**src/rtl/sthp_pkg.sv**
```systemverilog
`timescale 1ns / 1ps
// ----------------------------------------------------------------------------
// sthp_pkg
// Shared constants and types for the streaming top-n selector.
// ----------------------------------------------------------------------------
package sthp_pkg;

	localparam int MAX_KEEP_DEF = 32;
	localparam int KEY_BITS_DEF = 16;
	localparam int ID_BITS_DEF  = 16;

	localparam int STAMP_W    = 16;
	localparam int TOPN_W     = 6;
	localparam int MODE_W     = 2;
	localparam int CFG_IDX_W  = 2;
	localparam int CFG_DATA_W = 6;

	localparam logic [TOPN_W-1:0] TOPN_RESET = TOPN_W'(10);

	typedef enum logic [CFG_IDX_W-1:0] {
		REG_TOP_N    = 2'd0,
		REG_KEY_MODE = 2'd1
	} cfg_reg_t;

	typedef enum logic [MODE_W-1:0] {
		MODE_SCORE      = 2'd0,
		MODE_POPULARITY = 2'd1,
		MODE_RATING     = 2'd2
	} mode_t;

	typedef enum logic [4:0] {
		ST_IDLE  = 5'b00001,
		ST_SCAN  = 5'b00010,
		ST_WRITE = 5'b00100,
		ST_ESCAN = 5'b01000,
		ST_EMIT  = 5'b10000
	} state_t;

endpackage

```
**src/rtl/streaming_top_n_heap_top.sv**
```systemverilog
`timescale 1ns / 1ps
// ----------------------------------------------------------------------------
// streaming_top_n_heap_top
// Keeps the best top_n items of a stream in an on-chip store and reports
// them in descending key order on the item flagged last.
// ----------------------------------------------------------------------------
//  channel   handshake                 payload
//  input     start & !busy             item_id, score/popularity/rating_key,
//                                      last_item
//  result    out_valid (one cycle)     out_id, out_score, out_popularity,
//                                      out_rating, out_last
//  config    cfg_valid & cfg_ready     cfg_index, cfg_data
//
//  Insert while the store is not full: written on accept, with no store scan.
//  Replacement: one store read per held entry, then at most one write.
//  Ranked output: n results, one read sweep per result.
//  Reset clears control state only; store entries are written before use.
//  Results cannot be held off; cfg_ready is always high.
// ----------------------------------------------------------------------------
module streaming_top_n_heap_top #(
	parameter int MAX_KEEP = sthp_pkg::MAX_KEEP_DEF,
	parameter int KEY_BITS = sthp_pkg::KEY_BITS_DEF,
	parameter int ID_BITS  = sthp_pkg::ID_BITS_DEF
) (
	input  logic                            clk,
	input  logic                            arst_n,
	input  logic                            start,
	output logic                            busy,
	input  logic [ID_BITS-1:0]              item_id,
	input  logic [KEY_BITS-1:0]             score_key,
	input  logic [KEY_BITS-1:0]             popularity_key,
	input  logic [KEY_BITS-1:0]             rating_key,
	input  logic                            last_item,
	output logic                            out_valid,
	output logic [ID_BITS-1:0]              out_id,
	output logic [KEY_BITS-1:0]             out_score,
	output logic [KEY_BITS-1:0]             out_popularity,
	output logic [KEY_BITS-1:0]             out_rating,
	output logic                            out_last,
	input  logic                            cfg_valid,
	output logic                            cfg_ready,
	input  logic [sthp_pkg::CFG_IDX_W-1:0]  cfg_index,
	input  logic [sthp_pkg::CFG_DATA_W-1:0] cfg_data
);
	import sthp_pkg::*;

	localparam int IDX_W = (MAX_KEEP > 1) ? $clog2(MAX_KEEP) : 1;
	localparam int CNT_W = $clog2(MAX_KEEP + 1);

	typedef struct packed {
		logic [STAMP_W-1:0]  stamp;
		logic [KEY_BITS-1:0] rating;
		logic [KEY_BITS-1:0] popularity;
		logic [KEY_BITS-1:0] score;
		logic [ID_BITS-1:0]  id;
	} ent_t;

	function automatic logic [KEY_BITS-1:0] pick_key(input mode_t m, input ent_t e);
		logic [KEY_BITS-1:0] k;
		case (m)
			MODE_POPULARITY: k = e.popularity;
			MODE_RATING:     k = e.rating;
			default:         k = e.score;
		endcase
		return k;
	endfunction

	ent_t mem [MAX_KEEP];

	state_t              state_q;
	logic [TOPN_W-1:0]   top_n_q;
	mode_t               key_mode_q;
	logic [CNT_W-1:0]    held_q;
	logic [STAMP_W-1:0]  arrival_q;
	logic [CNT_W-1:0]    issue_idx_q;
	logic [CNT_W-1:0]    k_q;
	logic                rd_valid_s1;
	logic [IDX_W-1:0]    rd_idx_s1;
	ent_t                rd_data_s1;
	logic                first_q;
	logic [MAX_KEEP-1:0] used_q;
	ent_t                item_q;
	logic                last_q;
	logic [IDX_W-1:0]    low_idx_q;
	logic [KEY_BITS-1:0] low_key_q;
	logic [STAMP_W-1:0]  low_stamp_q;
	ent_t                best_q;
	logic [IDX_W-1:0]    best_idx_q;
	logic [KEY_BITS-1:0] best_key_q;
	logic                out_valid_q;
	logic                out_last_q;
	ent_t                out_q;

	logic                accept;
	logic [CNT_W-1:0]    cap;
	logic                do_insert;
	logic                issue;
	logic                scan_done;
	logic [KEY_BITS-1:0] cur_key;
	logic [KEY_BITS-1:0] item_key;
	logic                low_upd;
	logic                best_upd;
	logic                wr_en;
	logic [IDX_W-1:0]    wr_addr;
	ent_t                wr_data;
	ent_t                in_ent;

	assign busy      = (state_q != ST_IDLE);
	assign accept    = start && !busy;
	assign cfg_ready = 1'b1;

	always_comb begin
		if (top_n_q == '0) begin
			cap = CNT_W'(1);
		end else if (int'(top_n_q) > MAX_KEEP) begin
			cap = CNT_W'(MAX_KEEP);
		end else begin
			cap = CNT_W'(top_n_q);
		end
	end

	assign in_ent.stamp      = arrival_q;
	assign in_ent.rating     = rating_key;
	assign in_ent.popularity = popularity_key;
	assign in_ent.score      = score_key;
	assign in_ent.id         = item_id;

	assign do_insert = held_q < cap;
	assign issue     = ((state_q == ST_SCAN) || (state_q == ST_ESCAN)) && (issue_idx_q < held_q);
	assign scan_done = rd_valid_s1 && ((CNT_W'(rd_idx_s1) + CNT_W'(1)) == held_q);
	assign cur_key   = pick_key(key_mode_q, rd_data_s1);
	assign item_key  = pick_key(key_mode_q, item_q);

	// lowest-ranked entry: later stamp loses a key tie, later slot loses a full tie
	assign low_upd = first_q || (low_key_q > cur_key)
		|| ((low_key_q == cur_key) && (low_stamp_q <= rd_data_s1.stamp));
	assign best_upd = !used_q[rd_idx_s1] && (first_q || (cur_key > best_key_q)
		|| ((cur_key == best_key_q) && (rd_data_s1.stamp < best_q.stamp)));

	always_comb begin
		wr_en   = 1'b0;
		wr_addr = held_q[IDX_W-1:0];
		wr_data = in_ent;
		if (accept && do_insert) begin
			wr_en = 1'b1;
		end else if ((state_q == ST_WRITE) && (item_key > low_key_q)) begin
			wr_en   = 1'b1;
			wr_addr = low_idx_q;
			wr_data = item_q;
		end
	end

	always_ff @(posedge clk) begin
		if (wr_en) begin
			mem[wr_addr] <= wr_data;
		end
		rd_data_s1 <= mem[issue_idx_q[IDX_W-1:0]];
	end

	always_ff @(posedge clk or negedge arst_n) begin
		if (!arst_n) begin
			state_q     <= ST_IDLE;
			top_n_q     <= TOPN_RESET;
			key_mode_q  <= MODE_SCORE;
			held_q      <= '0;
			arrival_q   <= '0;
			issue_idx_q <= '0;
			k_q         <= '0;
			rd_valid_s1 <= 1'b0;
			first_q     <= 1'b0;
			used_q      <= '0;
			out_valid_q <= 1'b0;
		end else begin
			rd_valid_s1 <= issue;
			out_valid_q <= 1'b0;
			if (issue) begin
				issue_idx_q <= issue_idx_q + CNT_W'(1);
			end
			if (cfg_valid && cfg_ready) begin
				unique case (cfg_index)
					REG_TOP_N:    top_n_q    <= cfg_data[TOPN_W-1:0];
					REG_KEY_MODE: key_mode_q <= mode_t'(cfg_data[MODE_W-1:0]);
					default:      ;
				endcase
			end
			unique case (state_q)
				ST_IDLE: begin
					if (accept) begin
						if (arrival_q != '1) begin
							arrival_q <= arrival_q + STAMP_W'(1);
						end
						issue_idx_q <= '0;
						first_q     <= 1'b1;
						if (do_insert) begin
							held_q <= held_q + CNT_W'(1);
							if (last_item) begin
								used_q  <= '0;
								k_q     <= '0;
								state_q <= ST_ESCAN;
							end
						end else begin
							state_q <= ST_SCAN;
						end
					end
				end
				ST_SCAN: begin
					if (rd_valid_s1) begin
						first_q <= 1'b0;
					end
					if (scan_done) begin
						state_q <= ST_WRITE;
					end
				end
				ST_WRITE: begin
					if (last_q) begin
						issue_idx_q <= '0;
						first_q     <= 1'b1;
						used_q      <= '0;
						k_q         <= '0;
						state_q     <= ST_ESCAN;
					end else begin
						state_q <= ST_IDLE;
					end
				end
				ST_ESCAN: begin
					if (best_upd && rd_valid_s1) begin
						first_q <= 1'b0;
					end
					if (scan_done) begin
						state_q <= ST_EMIT;
					end
				end
				ST_EMIT: begin
					out_valid_q        <= 1'b1;
					used_q[best_idx_q] <= 1'b1;
					k_q                <= k_q + CNT_W'(1);
					issue_idx_q        <= '0;
					first_q            <= 1'b1;
					if ((k_q + CNT_W'(1)) == held_q) begin
						held_q    <= '0;
						arrival_q <= '0;
						state_q   <= ST_IDLE;
					end else begin
						state_q <= ST_ESCAN;
					end
				end
				default: state_q <= ST_IDLE;
			endcase
		end
	end

	always_ff @(posedge clk) begin
		rd_idx_s1 <= issue_idx_q[IDX_W-1:0];
		if (accept) begin
			item_q <= in_ent;
			last_q <= last_item;
		end
		if ((state_q == ST_SCAN) && rd_valid_s1 && low_upd) begin
			low_idx_q   <= rd_idx_s1;
			low_key_q   <= cur_key;
			low_stamp_q <= rd_data_s1.stamp;
		end
		if ((state_q == ST_ESCAN) && rd_valid_s1 && best_upd) begin
			best_q     <= rd_data_s1;
			best_idx_q <= rd_idx_s1;
			best_key_q <= cur_key;
		end
		if (state_q == ST_EMIT) begin
			out_q      <= best_q;
			out_last_q <= (k_q + CNT_W'(1)) == held_q;
		end
	end

	assign out_valid      = out_valid_q;
	assign out_id         = out_q.id;
	assign out_score      = out_q.score;
	assign out_popularity = out_q.popularity;
	assign out_rating     = out_q.rating;
	assign out_last       = out_last_q;

endmodule
```
**config.mk**
```make
export PLATFORM = sky130hd
export DESIGN_NAME = streaming_top_n_heap_top
export DESIGN_NICKNAME = d
export VERILOG_FILES = /design/src/rtl/sthp_pkg.sv /design/src/rtl/streaming_top_n_heap_top.sv
export SDC_FILE = /design/constraint.sdc
export NUM_CORES = 2
export LEC_CHECK = 0
export ABC_AREA = 1
export BUFFER_PORTS_ARGS = -buffer_cell sky130_fd_sc_hd__buf_4
export CAP_MARGIN = 0
export CORE_MARGIN = 2
export CORE_UTILIZATION = 39
export CTS_BUF_LIST = sky130_fd_sc_hd__clkbuf_2
export CTS_CLUSTER_SIZE = 40
export DETAILED_ROUTE_END_ITERATION = 8
export PLACE_DENSITY_LB_ADDON = 0.25
export SLEW_MARGIN = 20
export SYNTH_ARGS = -nofsm -noshare
export SYNTH_HDL_FRONTEND = slang
export SYNTH_SLANG_ARGS = --single-unit
```
**constraint.sdc**
```tcl
create_clock -name clk -period 8.35 [get_ports clk]
set_input_delay 1.67 -clock clk [delete_from_list [all_inputs] [get_ports clk]]
set_output_delay 1.67 -clock clk [all_outputs]
set_load 0.02 [all_outputs]
```
* Yosys cells after proc, flatten, opt, wreduce, memory -nomap -nowiden *
Memory sizes are Yosys's and may differ from the RTL's. A register that Yosys moved wholly into a read port is not among the register bits.
Index checks and enable logic that the tools add are counted.

cells by class
  magnitude comparators = 11
  eq/ne operators = 25
  reductions and logical operators = 33
  bitwise operators = 1
  $add $sub $neg = 5
  muxes and demuxes = 52

operators with widths
  cell                                                 number
  two-way mux 80 bit                                   2
  two-way mux 32 bit                                   4
  one-hot mux 16 bit (2 select lines)                  3
  one-hot mux 32 bit (3 select lines)                  1
  two-way mux 6 bit                                    12
  greater-than comparator 16 bit                       3
  two-way mux 16 bit                                   3
  one-hot mux 6 bit (3 select lines)                   2
  two-way mux 5 bit                                    7
  == test 16 bit                                       2
  OR 32 bit                                            1
  one-hot mux 5 bit (5 select lines)                   1
  adder 6 x 1 -> 6 bit (second input constant)         3
  != test 2 bit (second input constant)                9
  adder 16 x 1 -> 16 bit (second input constant)       1
  less-or-equal comparator 16 bit                      1
  < comparator 16 bit                                  1
  != test 16 bit (second input constant)               1
  logical AND 1 bit                                    14
  == test 6 bit                                        2
  < comparator 5 x 6 -> 1 bit (second input constant)  2
  < comparator 6 bit                                   2
  one-hot mux 6 bit (2 select lines)                   1
  AND reduction 4 bit                                  3
  other kinds (27)                                     46

storage, ports and cells
  bits in registers = 371
  word-level logic and storage cells = 161
  output and inout port bits = 68
  bits in writable memories = 2,560
  input port bits = 77
  memories = 1

memories
  memory  depth  width  rd ports  clocked after memory_dff  wr ports  line                            text
  mem     32     80     1         1                         1         streaming_top_n_heap_top.sv:68  ent_t mem [MAX_KEEP];

* Depth between registers and ports, before layout *
  depth in word-level cells = 9
  mapped depth = 23
  gate-level depth less buffers = 21

* Worst setup path after synthesis *
OpenSTA, ideal clock, no wires.

  kind = in2reg
  start point = input port start
  end point = memory mem[16][0] in the netlist's numbering, enable pin
  data arrival time = 9,634 ps
  path buffers = 0
  required time = 7,831 ps
  path slack = -1,804 ps
  setup time = 519 ps
  cell stages on the path = 6
  path through = inv_1 > nor2_1 > nand2_1 > nand2_1 > nand3_2 > nor2_1

between the ends
  longest elaborated chain between the ends = 5
  elaborated cells between the ends (all ways) = 6
  those cells by class = 4 x mux; 2 x reduce/logical

ends and longest elaborated chain
  item                                     line                             text
  from (decl)                              streaming_top_n_heap_top.sv:27   input logic start,
  logical AND 1 bit *                      streaming_top_n_heap_top.sv:109  assign accept = start && !busy;
  net accept                               streaming_top_n_heap_top.sv:94   logic accept;
  logical AND 1 bit *                      streaming_top_n_heap_top.sv:144  if (accept && do_insert) begin
  two-way mux 1 bit                        streaming_top_n_heap_top.sv:144
  two-way mux 1 bit                        streaming_top_n_heap_top.sv:154  if (wr_en) begin
  two-way mux 1 bit (not written as such)  streaming_top_n_heap_top.sv:155  mem[wr_addr] <= wr_data;
  to (decl)                                streaming_top_n_heap_top.sv:68

Mark *: on every way through the listed nets, which the timed path passes. The rest lies on a longest branch.

* Final worst setup path *
  start point = register key_mode_q[1]
  end point = memory mem[4][61] in the netlist's numbering, enable pin

between the ends
  longest elaborated chain between the ends = 8
  elaborated cells between the ends (all ways) = 11
  those cells by class = 1 x order compare; 2 x eq/ne; 7 x mux; 1 x reduce/logical

ends and longest elaborated chain
  item                                                     line                             text
  from (decl)                                              streaming_top_n_heap_top.sv:72   mode_t key_mode_q;
  from (signal assigned)                                   streaming_top_n_heap_top.sv:182  REG_KEY_MODE: key_mode_q <= mode_t'(cfg_data[MODE_W-1:0]);
  == test 2 bit or == test 2 x 1 -> 1 bit (tied branches)  streaming_top_n_heap_top.sv:60   case (m)
  one-hot mux 16 bit (2 select lines) *                    streaming_top_n_heap_top.sv:60
  greater-than comparator 16 bit *                         streaming_top_n_heap_top.sv:146  end else if ((state_q == ST_WRITE) && (item_key > low_key_q)) begin
  logical AND 1 bit *                                      streaming_top_n_heap_top.sv:146
  two-way mux 1 bit                                        streaming_top_n_heap_top.sv:146
  two-way mux 1 bit                                        streaming_top_n_heap_top.sv:144
  two-way mux 1 bit                                        streaming_top_n_heap_top.sv:154
  two-way mux 1 bit (not written as such)                  streaming_top_n_heap_top.sv:155

Mark *: on every way between the ends. The rest lies on a longest branch, timed or not.

==> flow_metrics.py <==
metrics = {
    "logic_synthesis": {
        "yosysTopAreaCell": "edfxtp_1",
        "synth_edf_count": 2844,
        "seq_area_frac_synth_pct": 75.6,
        "synthTopCellsByArea": "edfxtp_1 (72%), o21ai_0 (6.0%), nor2_1 (4.7%), o22ai_1 (2.2%), nand2_1 (1.8%)",
        "syn_avg_cell_area_um2": 13.5,
        "synth_cells": 8759,
        "synth_top_area_share_pct": 72.4,
        "synth_cell_types": 53,
        "synth_nets": 8932,
        "synth_warnings": 0,
        "synthArstFlopShare_pct": 2.72,
        "netlist_area_um2": 118000,
        "ys.flop_type": "edfxtp_1",
        "yosys_register_bits": 3011,
    },
    "drt": {
        "wl_um": 370000,
        "met3_length_um": 34100,
        "num_vias": 78490,
        "top_layer": "met5",
        "drt-met1-wl_um": 153000,
        "route.met2.wl_um": 170000,
        "ant_nets": 0,
        "wire_per_inst_um": 26.8,
        "firstDrtPassIters": 8,
        "vias_per_cell": 5.69,
        "drt_iter0_markers": 9740,
        "drc": 0,
    },
    "placed_design": {
        "routabilityCongestion": 0.860,
        "hpwl_um": 188000,
        "postPlaceCellArea_um2": 124000,
        "dp_cells": 12422,
        "io_buffers": 143,
    },
    "pwr": {
        "peakVddDrop_v": 0.000242,
        "power_density_nw_per_um2": 276,
        "p_leak_nw": 45.6,
    },
    "critical_path": {
        "crit_type": "register to register",
        "rr_endpoint": "mem[4][61]",
        "cp.arrival_ns": 8.29,
        "crit_fanout": 91,
        "critPathLaunchType": "register",
        "crit-reg2reg-launch": "key_mode_q[1]",
        "ff2ff_path_depth": 18,
        "r2r_slack_ns": 1.44,
        "crit_path_end": "mem[4][61]",
        "cp.required_ns": 9.73,
        "worstSetupEndpointType": "register",
        "crit_path_start": "key_mode_q[1]",
    },
    "timing": {
        "slew_headroom_pct": 15.4,
        "post-route-period-util_pct": 82.8,
        "period_minus_slack_ns": 6.91,
        "fmax_mhz": 145,
        "setup_viol": 0,
        "hold_violations": 0,
        "slew_violations": 0,
        "worst_slew_pin_slew_ns": 1.26,
        "skew_ns": 0.246,
        "rsz0062_at_grt": "no",
    },
    "clock_tree": {
        "cts_tree": "built",
        "clock_latency_ns": 1.89,
        "cts_buffers": 741,
        "cts_resized": 0,
        "cts_sinks": 3011,
        "postCtsSetupBuffers": 0,
        "clk_pin_slew_ns": 0.10,
        "clockRootBuffer": "clkbuf_2",
        "ctsHoldBuffers": 59,
        "clockBufferDepth": 4,
        "cts_max_level": 6,
    },
    "flow_run": {
        "maxCapViolCount": 0,
    },
    "die": {
        "die-area_um2": 307000,
        "die_h_um": 554,
        "die_w_um": 554,
        "initial_core_util_pct": 39.3,
        "ios": 145,
        "rows": 201,
        "core_um2": 300000,
    },
    "worst_hold_path": {
        "hp-class": "input port to register",
    },
    "global_route": {
        "grt_max_degree": 208,
        "grt_pass1_vias": 74711,
        "grt_first_pass_wirelength_um": 527000,
        "track_usage_pct": 23.4,
        "overflow": 0,
        "antenna_found_initial": 17,
    },
    "status": {
        "status": "complete, no violations",
    },
    "finish": {
        "layout.nets": 9439,
        "syn2layout_area_growth_pct": 11.1,
        "stdcell_area_um2": 131000,
        "layoutNonFillerInstCount": 13800,
        "drive_gt1_share_pct": 16.5,
    },
}
==> worst max-delay path: stages (launching register included) <==
cell,delay (ns)
dfrtp_1,0.41
inv_1,0.07
ha_1,0.65
inv_1,0.63
o221ai_1,0.33
o21ai_0,0.14
inv_1,0.12
ha_1,0.16
nand2_1,0.07
nor2_1,0.27
nand2_1,0.11
nand3_1,0.10
nand2_1,0.08
nand2_2,0.21
nand2_8,0.61
nand2_1,0.51
nand3_2,0.48
nor2_4,1.01
buf_4,0.62
==> layout make-up <==
class,instances,area (µm²)
Timing Repair Buffer,341,3450
Sequential cell,3011,89200
Fill cell,27588,169000
Clock buffer,1116,5590
Inverter,220,885
Multi-Input combinational cell,4951,26000
Tap cell,3958,4950
Antenna cell,13,32.5
Clock inverter,190,1050
==> cell families after synthesis <==
| kind of cell | after synthesis | share of synthesized area, % |
|---|---|---|
| AOI/OAI and AO/OA | 2466 | 12.0 |
| xor gates and xnor gates | 30 | 0.223 |
| adders and majority gates | 96 | 1.02 |
| buffers and inverters | 797 | 2.98 |
| DFF | 3011 | 75.6 |
| muxes | 40 | 0.382 |
| other | 1 | 0.00318 |
| and+or+nand+nor | 2318 | 7.75 |
==> worst min path at each step <==
stage                    to  cells past startpoint                from  slack, ns
2_1_floorplan  rd_idx_s1[2]                      0      issue_idx_q[2]       0.37
3_3_place_gp      best_q[2]                      0       rd_data_s1[2]       0.39
3_5_place_dp     best_q[10]                      0      rd_data_s1[10]       0.39
4_1_cts          item_q[46]                      1  popularity_key[14]    0.00002
5_1_grt          item_q[16]                      1        score_key[0]       0.08
6_report         item_q[46]                      1  popularity_key[14]       0.20
==> where the power goes <==
group / leakage [nW] / total [W] / internal, W / switching, W
combinational: 12.6 / 0.00831 / 0.00217 / 0.00614
sequential: 27.9 / 0.0181 / 0.0175 / 0.000643
clock: 5.13 / 0.00970 / 0.00378 / 0.00592
==> per-layer routing <==
layer,global-route usage [%],up-vias
met5,0,-
met4,8.53,8
met3,4.50,630
met2,36.3,4143
met1,32.7,39482
li1,-,34227
==> Yosys cell counts, types with 16 or more instances <==
library cell / count
inv_1: 202
nand3_1: 183
buf_1: 16
dfrtp_1: 79
o21ai_0: 1411
ha_1: 96
a31oi_1: 102
nand2_1: 571
a221o_1: 16
o211a_1: 32
nor3_1: 34
o221ai_1: 236
mux2_2: 40
buf_6: 20
a21oi_1: 181
nor2_1: 1487
o21ai_1: 46
clkbuf_1: 330
edfxtp_1: 2844
o22ai_1: 416
xor2_1: 24
buf_4: 43
dfxtp_1: 85
buf_2: 167
==> placed cells by master, fill, tap and decap left out, types with 96 or more instances in the layout <==
| cell | synthesis | layout |
|---|---|---|
| nor2_1 | 1487 | 1453 |
| ha_1 | 96 | 96 |
| nand3_1 | 183 | 183 |
| clkbuf_2 | 1 | 1116 |
| o221ai_1 | 236 | 236 |
| inv_1 | 202 | 202 |
| o22ai_1 | 416 | 416 |
| o21ai_0 | 1411 | 1377 |
| buf_4 | 43 | 223 |
| nand2_1 | 571 | 571 |
| a31oi_1 | 102 | 101 |
| a21oi_1 | 181 | 171 |
| edfxtp_1 | 2844 | 2844 |
| clkinv_1 | 4 | 130 |
==> state kept, by name, summed over array words and instances, names as in the netlist, 32 cells and up <==
| register | count |
|---|---|
| used_q | 32 |
| mem | 2560 |
| item_q | 80 |
| rd_data_s1 | 80 |
| best_q | 80 |
==> stage by stage <==
step	hold slack, ns	util, %	setup TNS, ns	setup WS, ns	power [W]
2_1_floorplan	0.366	-	-674.42	-0.267	0.0236
3_3_place_gp	0.387	41.1	0	1.65	0.0265
3_5_place_dp	0.392	41.2	0	1.49	0.0266
4_1_cts	0.0000178	43.6	0	1.57	0.0362
5_1_grt	0.0757	43.6	0	1.13	0.0379
6_report	0.203	43.7	0	1.44	0.0361
(Power assumes the default switching activity.)
